$ cat src/pvps_pkg.sv
// Shared types, constants and sample format helpers for the PCM volume and pan scaler.
package pvps_pkg;

  typedef enum logic [1:0] {
    FMT_U8  = 2'd0,
    FMT_S16 = 2'd1,
    FMT_S24 = 2'd2,
    FMT_S32 = 2'd3
  } fmt_e;

  typedef enum logic [1:0] {
    REG_FORMAT = 2'd0,
    REG_STEREO = 2'd1,
    REG_VOLUME = 2'd2,
    REG_PAN    = 2'd3
  } reg_e;

  localparam int unsigned NUM_STAGES = 5;
  localparam int unsigned PROD_W     = 41;
  localparam int unsigned MAG_W      = 40;
  localparam logic [MAG_W-1:0] ROUND_HALF = MAG_W'(127);
  localparam logic [9:0] DIV_CONST   = 10'd255;

  function automatic logic signed [31:0] sample_extend(fmt_e fmt, logic [31:0] raw);
    logic signed [31:0] s;
    case (fmt)
      FMT_U8:  s = {{25{~raw[7]}}, raw[6:0]};
      FMT_S16: s = {{16{raw[15]}}, raw[15:0]};
      FMT_S24: s = {{8{raw[23]}}, raw[23:0]};
      FMT_S32: s = raw;
      default: s = raw;
    endcase
    return s;
  endfunction

  function automatic logic [31:0] sample_pack(fmt_e fmt, logic [31:0] r);
    logic [31:0] p;
    case (fmt)
      FMT_U8:  p = {24'd0, ~r[7], r[6:0]};
      FMT_S16: p = {16'd0, r[15:0]};
      FMT_S24: p = {8'd0, r[23:0]};
      FMT_S32: p = r;
      default: p = r;
    endcase
    return p;
  endfunction

endpackage

$ cat src/pcm_volume_pan_scaler.sv
// Top level of the PCM volume and pan scaler: register port, flow control and two lanes.
// Each item holds two samples that run through two identical five-stage lanes, so one item
// is taken every clock cycle unless the input is stalled, and each stage registers it in turn;
// stall on the output backs up the pipeline, and the input stalls only once every stage is full.
module pcm_volume_pan_scaler import pvps_pkg::*; (
  input  logic        clk_i,
  input  logic        rst_ni,
  input  logic        psel,
  input  logic        penable,
  input  logic        pwrite,
  input  logic [3:0]  paddr,
  input  logic [31:0] pwdata,
  output logic [31:0] prdata,
  output logic        pready,
  input  logic        valid_i,
  output logic        stall_o,
  input  logic [31:0] sample_first_i,
  input  logic [31:0] sample_second_i,
  input  logic        is_last_i,
  output logic        valid_o,
  input  logic        stall_i,
  output logic [31:0] scaled_first_o,
  output logic [31:0] scaled_second_o,
  output logic        end_of_buffer_o
);

  fmt_e                  fmt_q;
  logic                  stereo_q;
  logic [7:0]            volume_q;
  logic [8:0]            pan_q;
  reg_e                  reg_idx;
  logic                  wr_en;
  logic [7:0]            left_gain, right_gain;
  logic [NUM_STAGES-1:0] vld_q, vld_d, last_q, load;

  assign reg_idx = reg_e'(paddr[3:2]);
  assign wr_en   = psel && penable && pwrite;
  assign pready  = 1'b1;

  always_ff @(posedge clk_i or negedge rst_ni) begin
    if (!rst_ni) begin
      fmt_q    <= FMT_S16;
      stereo_q <= 1'b1;
      volume_q <= 8'd255;
      pan_q    <= 9'd0;
    end else if (wr_en) begin
      case (reg_idx)
        REG_FORMAT: fmt_q    <= fmt_e'(pwdata[1:0]);
        REG_STEREO: stereo_q <= pwdata[0];
        REG_VOLUME: volume_q <= pwdata[7:0];
        REG_PAN:    pan_q    <= pwdata[8:0];
        default:    fmt_q    <= fmt_q;
      endcase
    end
  end

  always_comb begin
    case (reg_idx)
      REG_FORMAT: prdata = {30'd0, fmt_q};
      REG_STEREO: prdata = {31'd0, stereo_q};
      REG_VOLUME: prdata = {24'd0, volume_q};
      REG_PAN:    prdata = {23'd0, pan_q};
      default:    prdata = 32'd0;
    endcase
  end

  pvps_gain u_gain (
    .clk_i        (clk_i),
    .rst_ni       (rst_ni),
    .stereo_i     (stereo_q),
    .volume_i     (volume_q),
    .pan_i        (pan_q),
    .left_gain_o  (left_gain),
    .right_gain_o (right_gain)
  );

  always_comb begin
    load[NUM_STAGES-1] = !vld_q[NUM_STAGES-1] || !stall_i;
    for (int k = NUM_STAGES - 2; k >= 0; k--) begin
      load[k] = !vld_q[k] || load[k+1];
    end
    vld_d[0] = valid_i;
    for (int k = 1; k < NUM_STAGES; k++) begin
      vld_d[k] = vld_q[k-1];
    end
  end

  always_ff @(posedge clk_i or negedge rst_ni) begin
    if (!rst_ni) begin
      vld_q <= '0;
    end else begin
      for (int k = 0; k < NUM_STAGES; k++) begin
        if (load[k]) begin
          vld_q[k] <= vld_d[k];
        end
      end
    end
  end

  always_ff @(posedge clk_i) begin
    if (load[0]) begin
      last_q[0] <= is_last_i;
    end
    for (int k = 1; k < NUM_STAGES; k++) begin
      if (load[k]) begin
        last_q[k] <= last_q[k-1];
      end
    end
  end

  pvps_lane u_lane_first (
    .clk_i    (clk_i),
    .fmt_i    (fmt_q),
    .gain_i   (left_gain),
    .load_i   (load),
    .sample_i (sample_first_i),
    .scaled_o (scaled_first_o)
  );

  pvps_lane u_lane_second (
    .clk_i    (clk_i),
    .fmt_i    (fmt_q),
    .gain_i   (right_gain),
    .load_i   (load),
    .sample_i (sample_second_i),
    .scaled_o (scaled_second_o)
  );

  assign stall_o         = !load[0];
  assign valid_o         = vld_q[NUM_STAGES-1];
  assign end_of_buffer_o = last_q[NUM_STAGES-1];

endmodule

$ cat src/pvps_gain.sv
// Per-channel gain derived from volume, pan and stereo mode, registered.
module pvps_gain import pvps_pkg::*; (
  input  logic             clk_i,
  input  logic             rst_ni,
  input  logic             stereo_i,
  input  logic [7:0]       volume_i,
  input  logic [8:0]       pan_i,
  output logic [7:0]       left_gain_o,
  output logic [7:0]       right_gain_o
);

  logic        pan_neg;
  logic [7:0]  pan_abs;
  logic [7:0]  keep;
  logic [15:0] atten;
  logic [7:0]  atten_gain;
  logic [7:0]  left_gain_d, right_gain_d;
  logic [7:0]  left_gain_q, right_gain_q;

  always_comb begin
    pan_neg = pan_i[8];
    if (pan_neg) begin
      pan_abs = (pan_i < 9'h180) ? 8'd128 : 8'(9'd0 - pan_i);
    end else begin
      pan_abs = (pan_i > 9'd128) ? 8'd128 : pan_i[7:0];
    end
    keep       = 8'd128 - pan_abs;
    atten      = volume_i * keep + 16'd64;
    atten_gain = atten[14:7];
    left_gain_d  = volume_i;
    right_gain_d = volume_i;
    if (stereo_i && pan_abs != 8'd0) begin
      if (pan_neg) begin
        right_gain_d = atten_gain;
      end else begin
        left_gain_d = atten_gain;
      end
    end
  end

  always_ff @(posedge clk_i or negedge rst_ni) begin
    if (!rst_ni) begin
      left_gain_q  <= 8'd255;
      right_gain_q <= 8'd255;
    end else begin
      left_gain_q  <= left_gain_d;
      right_gain_q <= right_gain_d;
    end
  end

  assign left_gain_o  = left_gain_q;
  assign right_gain_o = right_gain_q;

endmodule

$ cat src/pvps_lane.sv
// One sample lane: sign extension, gain multiply, rounded divide by 255 and repacking.
module pvps_lane import pvps_pkg::*; (
  input  logic                  clk_i,
  input  fmt_e                  fmt_i,
  input  logic [7:0]            gain_i,
  input  logic [NUM_STAGES-1:0] load_i,
  input  logic [31:0]           sample_i,
  output logic [31:0]           scaled_o
);

  logic signed [31:0]       samp_q;
  logic signed [PROD_W-1:0] prod_q;
  logic signed [PROD_W-1:0] prod_d;
  logic                     neg2_q, neg3_q;
  logic [MAG_W-1:0]         mag_d, mag_q;
  logic [MAG_W-1:0]         est_sum;
  logic [31:0]              quot_q;
  logic [9:0]               low_q;
  logic [9:0]               rem;
  logic                     carry;
  logic [31:0]              res_d, res_q;

  always_comb begin
    prod_d = samp_q * $signed({1'b0, gain_i});
    mag_d  = (prod_q[PROD_W-1] ? MAG_W'(-prod_q) : MAG_W'(prod_q)) + ROUND_HALF;
    est_sum = mag_q + (mag_q >> 8) + (mag_q >> 16) + (mag_q >> 24) + (mag_q >> 32);
    rem   = low_q - {quot_q[1:0], 8'd0} + quot_q[9:0];
    carry = (rem >= DIV_CONST);
    if (neg3_q) begin
      res_d = ~quot_q + {31'd0, ~carry};
    end else begin
      res_d = quot_q + {31'd0, carry};
    end
  end

  always_ff @(posedge clk_i) begin
    if (load_i[0]) begin
      samp_q <= sample_extend(fmt_i, sample_i);
    end
    if (load_i[1]) begin
      prod_q <= prod_d;
    end
    if (load_i[2]) begin
      neg2_q <= prod_q[PROD_W-1];
      mag_q  <= mag_d;
    end
    if (load_i[3]) begin
      neg3_q <= neg2_q;
      quot_q <= est_sum[39:8];
      low_q  <= mag_q[9:0];
    end
    if (load_i[4]) begin
      res_q <= sample_pack(fmt_i, res_d);
    end
  end

  assign scaled_o = res_q;

endmodule

$ cat config.mk
export PLATFORM = sky130hd
export DESIGN_NAME = pcm_volume_pan_scaler
export DESIGN_NICKNAME = d
export VERILOG_FILES = /design/src/pvps_pkg.sv /design/src/pcm_volume_pan_scaler.sv /design/src/pvps_gain.sv /design/src/pvps_lane.sv
export SDC_FILE = /design/constraint.sdc
export NUM_CORES = 2
export LEC_CHECK = 0
export BUFFER_PORTS_ARGS = -buffer_cell sky130_fd_sc_hd__clkbuf_2
export CAP_MARGIN = 20
export CORE_ASPECT_RATIO = 0.6
export CORE_MARGIN = 4
export CORE_UTILIZATION = 40
export CTS_CLUSTER_SIZE = 20
export DETAILED_ROUTE_END_ITERATION = 7
export PLACE_DENSITY = 0.58
export SLEW_MARGIN = 20
export SYNTH_ARGS = -nofsm -noshare
export SYNTH_HDL_FRONTEND = slang
export SYNTH_HIERARCHICAL = 1
export SYNTH_SLANG_ARGS = --single-unit
$ cat constraint.sdc
create_clock -name clk_i -period 11.64 [get_ports clk_i]
set_input_delay 1.746 -clock clk_i [delete_from_list [all_inputs] [get_ports clk_i]]
set_output_delay 1.746 -clock clk_i [all_outputs]
set_load 0.02 [all_outputs]
==> flow_metrics.py <==
metrics = {
    "outcome": {
        "outcome": "finished clean",
    },
    "setup_path": {
        "crit_fanout": 9,
        "arrival_ns": 8.03,
        "cp-start-kind": "flip-flop",
        "reg2reg_slack_ns": 4.15,
        "timing.rr.start": "pan_q[0]",
        "required_ns": 12.18,
        "worstSetupEndpointType": "flip-flop",
        "crit_start": "pan_q[0]",
        "criticalPathCategory": "flip-flop to flip-flop",
    },
    "routing": {
        "wirelength_mm": 118.3,
        "routed-via-count": 32993,
        "vias_per_cell": 5.167,
        "ant_nets": 0,
        "drc": 0,
        "wl_per_cell_um": 18.53,
        "drtIter0Drc": 2439,
        "drtPass1Iterations": 6,
    },
    "yosys": {
        "yosys.area.top_type": "edfxtp_1",
        "synth_top_area_share_pct": 24.30,
        "netlist_area_um2": 47330,
        "synthTopCellsByArea": "edfxtp_1, fa_1, ha_1, inv_1, xnor2_1",
        "synthArstFlopShare_pct": 9.670,
        "synth_common_cells": "inv_1, fa_1, ha_1",
        "post_synth.cell_area_avg_um2": 10.10,
        "yosys_warnings": 6,
        "synth-edff-count": 383,
        "synth-seq-area-share_pct": 26.54,
        "synth_top_flop_cell": "edfxtp_1",
        "postSynthCellCount": 4684,
        "synth.most_common_cell": "inv_1",
        "yosysUniqueCellTypes": 100,
        "yosys_register_bits": 424,
    },
    "die": {
        "core_area_um2": 117100,
        "io_pins": 208,
        "dieArea_um2": 124100,
        "start_util_pct": 40.41,
        "die_w_um": 452.1,
        "die_y_um": 274.4,
        "rows": 97,
    },
    "timing": {
        "clock_skew_ns": 0.03593,
        "worst_pin_slew_ns": 0.9958,
        "relSlewSlack_pct": 33.16,
        "timing.final.crit_share_pct": 64.31,
        "slew_violations": 0,
        "rsz0062_at_grt": "no",
        "tns_ns": 0,
        "hold_viol": 0,
        "max_freq_mhz": 133.6,
        "setup_viol": 0,
        "period_needed_ns": 7.485,
    },
    "clock_tree": {
        "cts_tree": "done",
        "cts_buffers": 46,
        "cts_buffer_depth": 3,
        "cts_sinks": 424,
        "cts_hold_buf": 0,
        "htreeDepth": 2,
        "clkTransAtPathRegs_ns": 0.06,
        "cts_setup_buffers": 0,
        "cts_resized": 0,
        "cts-root-buf": "clkbuf_16",
        "insertion_delay_ns": 0.64,
    },
    "global_route": {
        "grt_max_degree": 78,
        "grt_pass1_vias": 32511,
        "grt_pass1_wl_mm": 190.3,
        "grt-ovfl-total": 0,
        "grtUsageTotal_pct": 19.30,
        "antenna_found_initial": 8,
    },
    "final_layout": {
        "fillers": 11206,
        "multi_input_area_um2": 31600,
        "drive_above_1_share_pct": 7.981,
        "regArea_um2": 12560,
        "nets": 5805,
        "syn_to_final_growth_pct": 7.916,
    },
    "min_path": {
        "hold_start": "u_lane_second/neg2_q",
        "min_path_type": "flip-flop to flip-flop",
    },
    "placed_design": {
        "gp_congestion": 0.8619,
        "io_buffers": 158,
        "dp_hpwl_mm": 94.67,
    },
    "flow_run": {
        "drv_cap": 0,
    },
}
per-layer routing:
layer | global-route usage, % | wire length, um | part of all wire, % | up-vias
met3 | 4.006 | 9102 | 7.7 | 78
met5 | 0 | 27 | 0.023 | -
met2 | 24.47 | 42670 | 36 | 987
met1 | 32.84 | 65010 | 55 | 16114
met4 | 2.840 | 1511 | 1.3 | 4
li1 | - | - | - | 15810
path summary, 6_finish.rpt:
path | to | cells after the start
hold / removal | u_lane_second/neg3_q | 0
setup reg to reg | u_gain/left_gain_o[7] | 26
setup / recovery | u_gain/left_gain_o[7] | 26
hold reg to reg | u_lane_second/neg3_q | 0
max in group asynchronous | fmt_q[1] | 2
min in group asynchronous | pan_q[8] | 2
logic make-up (layout without fill, tap and decap cells):
family,Yosys count,in the layout,share of synthesized area (%)
fa+ha+maj,936,936,33.07
simple gates,1392,1392,15.92
compound gates,679,679,9.542
mux,46,46,1.087
flops,424,424,26.54
xor+xnor,372,372,6.885
buf+inv,833,926,6.937
other cells,2,26,0.01587
metrics by stage:
step | utilization, % | setup slack (ns) | area [um2] | cells | hold WS (ns)
after global placement | 42.32 | 4.280 | 49560 | 6296 | 0.4009
after global routing | 43.60 | 3.502 | 51070 | 6384 | 0.4311
after detailed placement | 42.32 | 4.170 | 49560 | 6296 | 0.4155
after CTS | 43.60 | 4.157 | 51060 | 6382 | 0.4302
after floorplan | - | 4.996 | 47410 | 4706 | 0.4003
final | 43.61 | 4.155 | 51070 | 6385 | 0.4254
area by class of cell:
| cell class | count | area share [%] |
|---|---|---|
| tap | 1584 | 3.881 |
| multi-input combinational | 3449 | 61.88 |
| antenna | 2 | 0.009800 |
| inverter | 662 | 4.868 |
| sequential | 424 | 24.59 |
| timing repair buffer | 178 | 1.842 |
| clock buffer | 51 | 2.291 |
| clock inverter | 35 | 0.6370 |
state kept, by name, summed over array words and instances (netlist names), 40 cells and up:
signal                flops
u_lane_first/prod_q      41
u_lane_second/mag_q      40
u_lane_first/mag_q       40
u_lane_second/prod_q     41
critical path, stage by stage (launching register included):
cell      delay [ns]
dfrtp_1         0.50
inv_1           0.08
ha_1            0.32
a21boi_0        0.36
nor2_1          0.08
o21a_1          0.25
inv_1           0.10
ha_1            0.18
nand2_1         0.07
nand4b_1        0.30
xnor2_1         0.69
nand2b_1        0.22
fa_1            0.45
fa_1            0.56
inv_1           0.06
fa_1            0.52
inv_1           0.05
fa_1            0.53
inv_1           0.04
ha_1            0.33
nand4b_1        0.11
o211ai_1        0.38
a41o_1          0.33
o22ai_1         0.13
xnor2_1         0.22
a2111o_1        0.37
and3_1          0.17
placed cells by master (no fill, tap or decap), types with 43 or more instances in the layout:
cell       count
fa_1         525
ha_1         411
clkbuf_2     158
nand2b_1      43
a21o_1       113
inv_1        661
nor2b_1       62
clkbuf_16     46
edfxtp_1     383
xnor2_1      266
xor2_1       106
nand3_1       65
nor2_1       192
and2_1       371
nor3_1        67
nand2_1      337
o21ai_0      122
a21oi_1      157
Power is left out: the tool's default activity adds up to more than one toggle a clock period on the data nets, which glitch-free logic cannot reach.
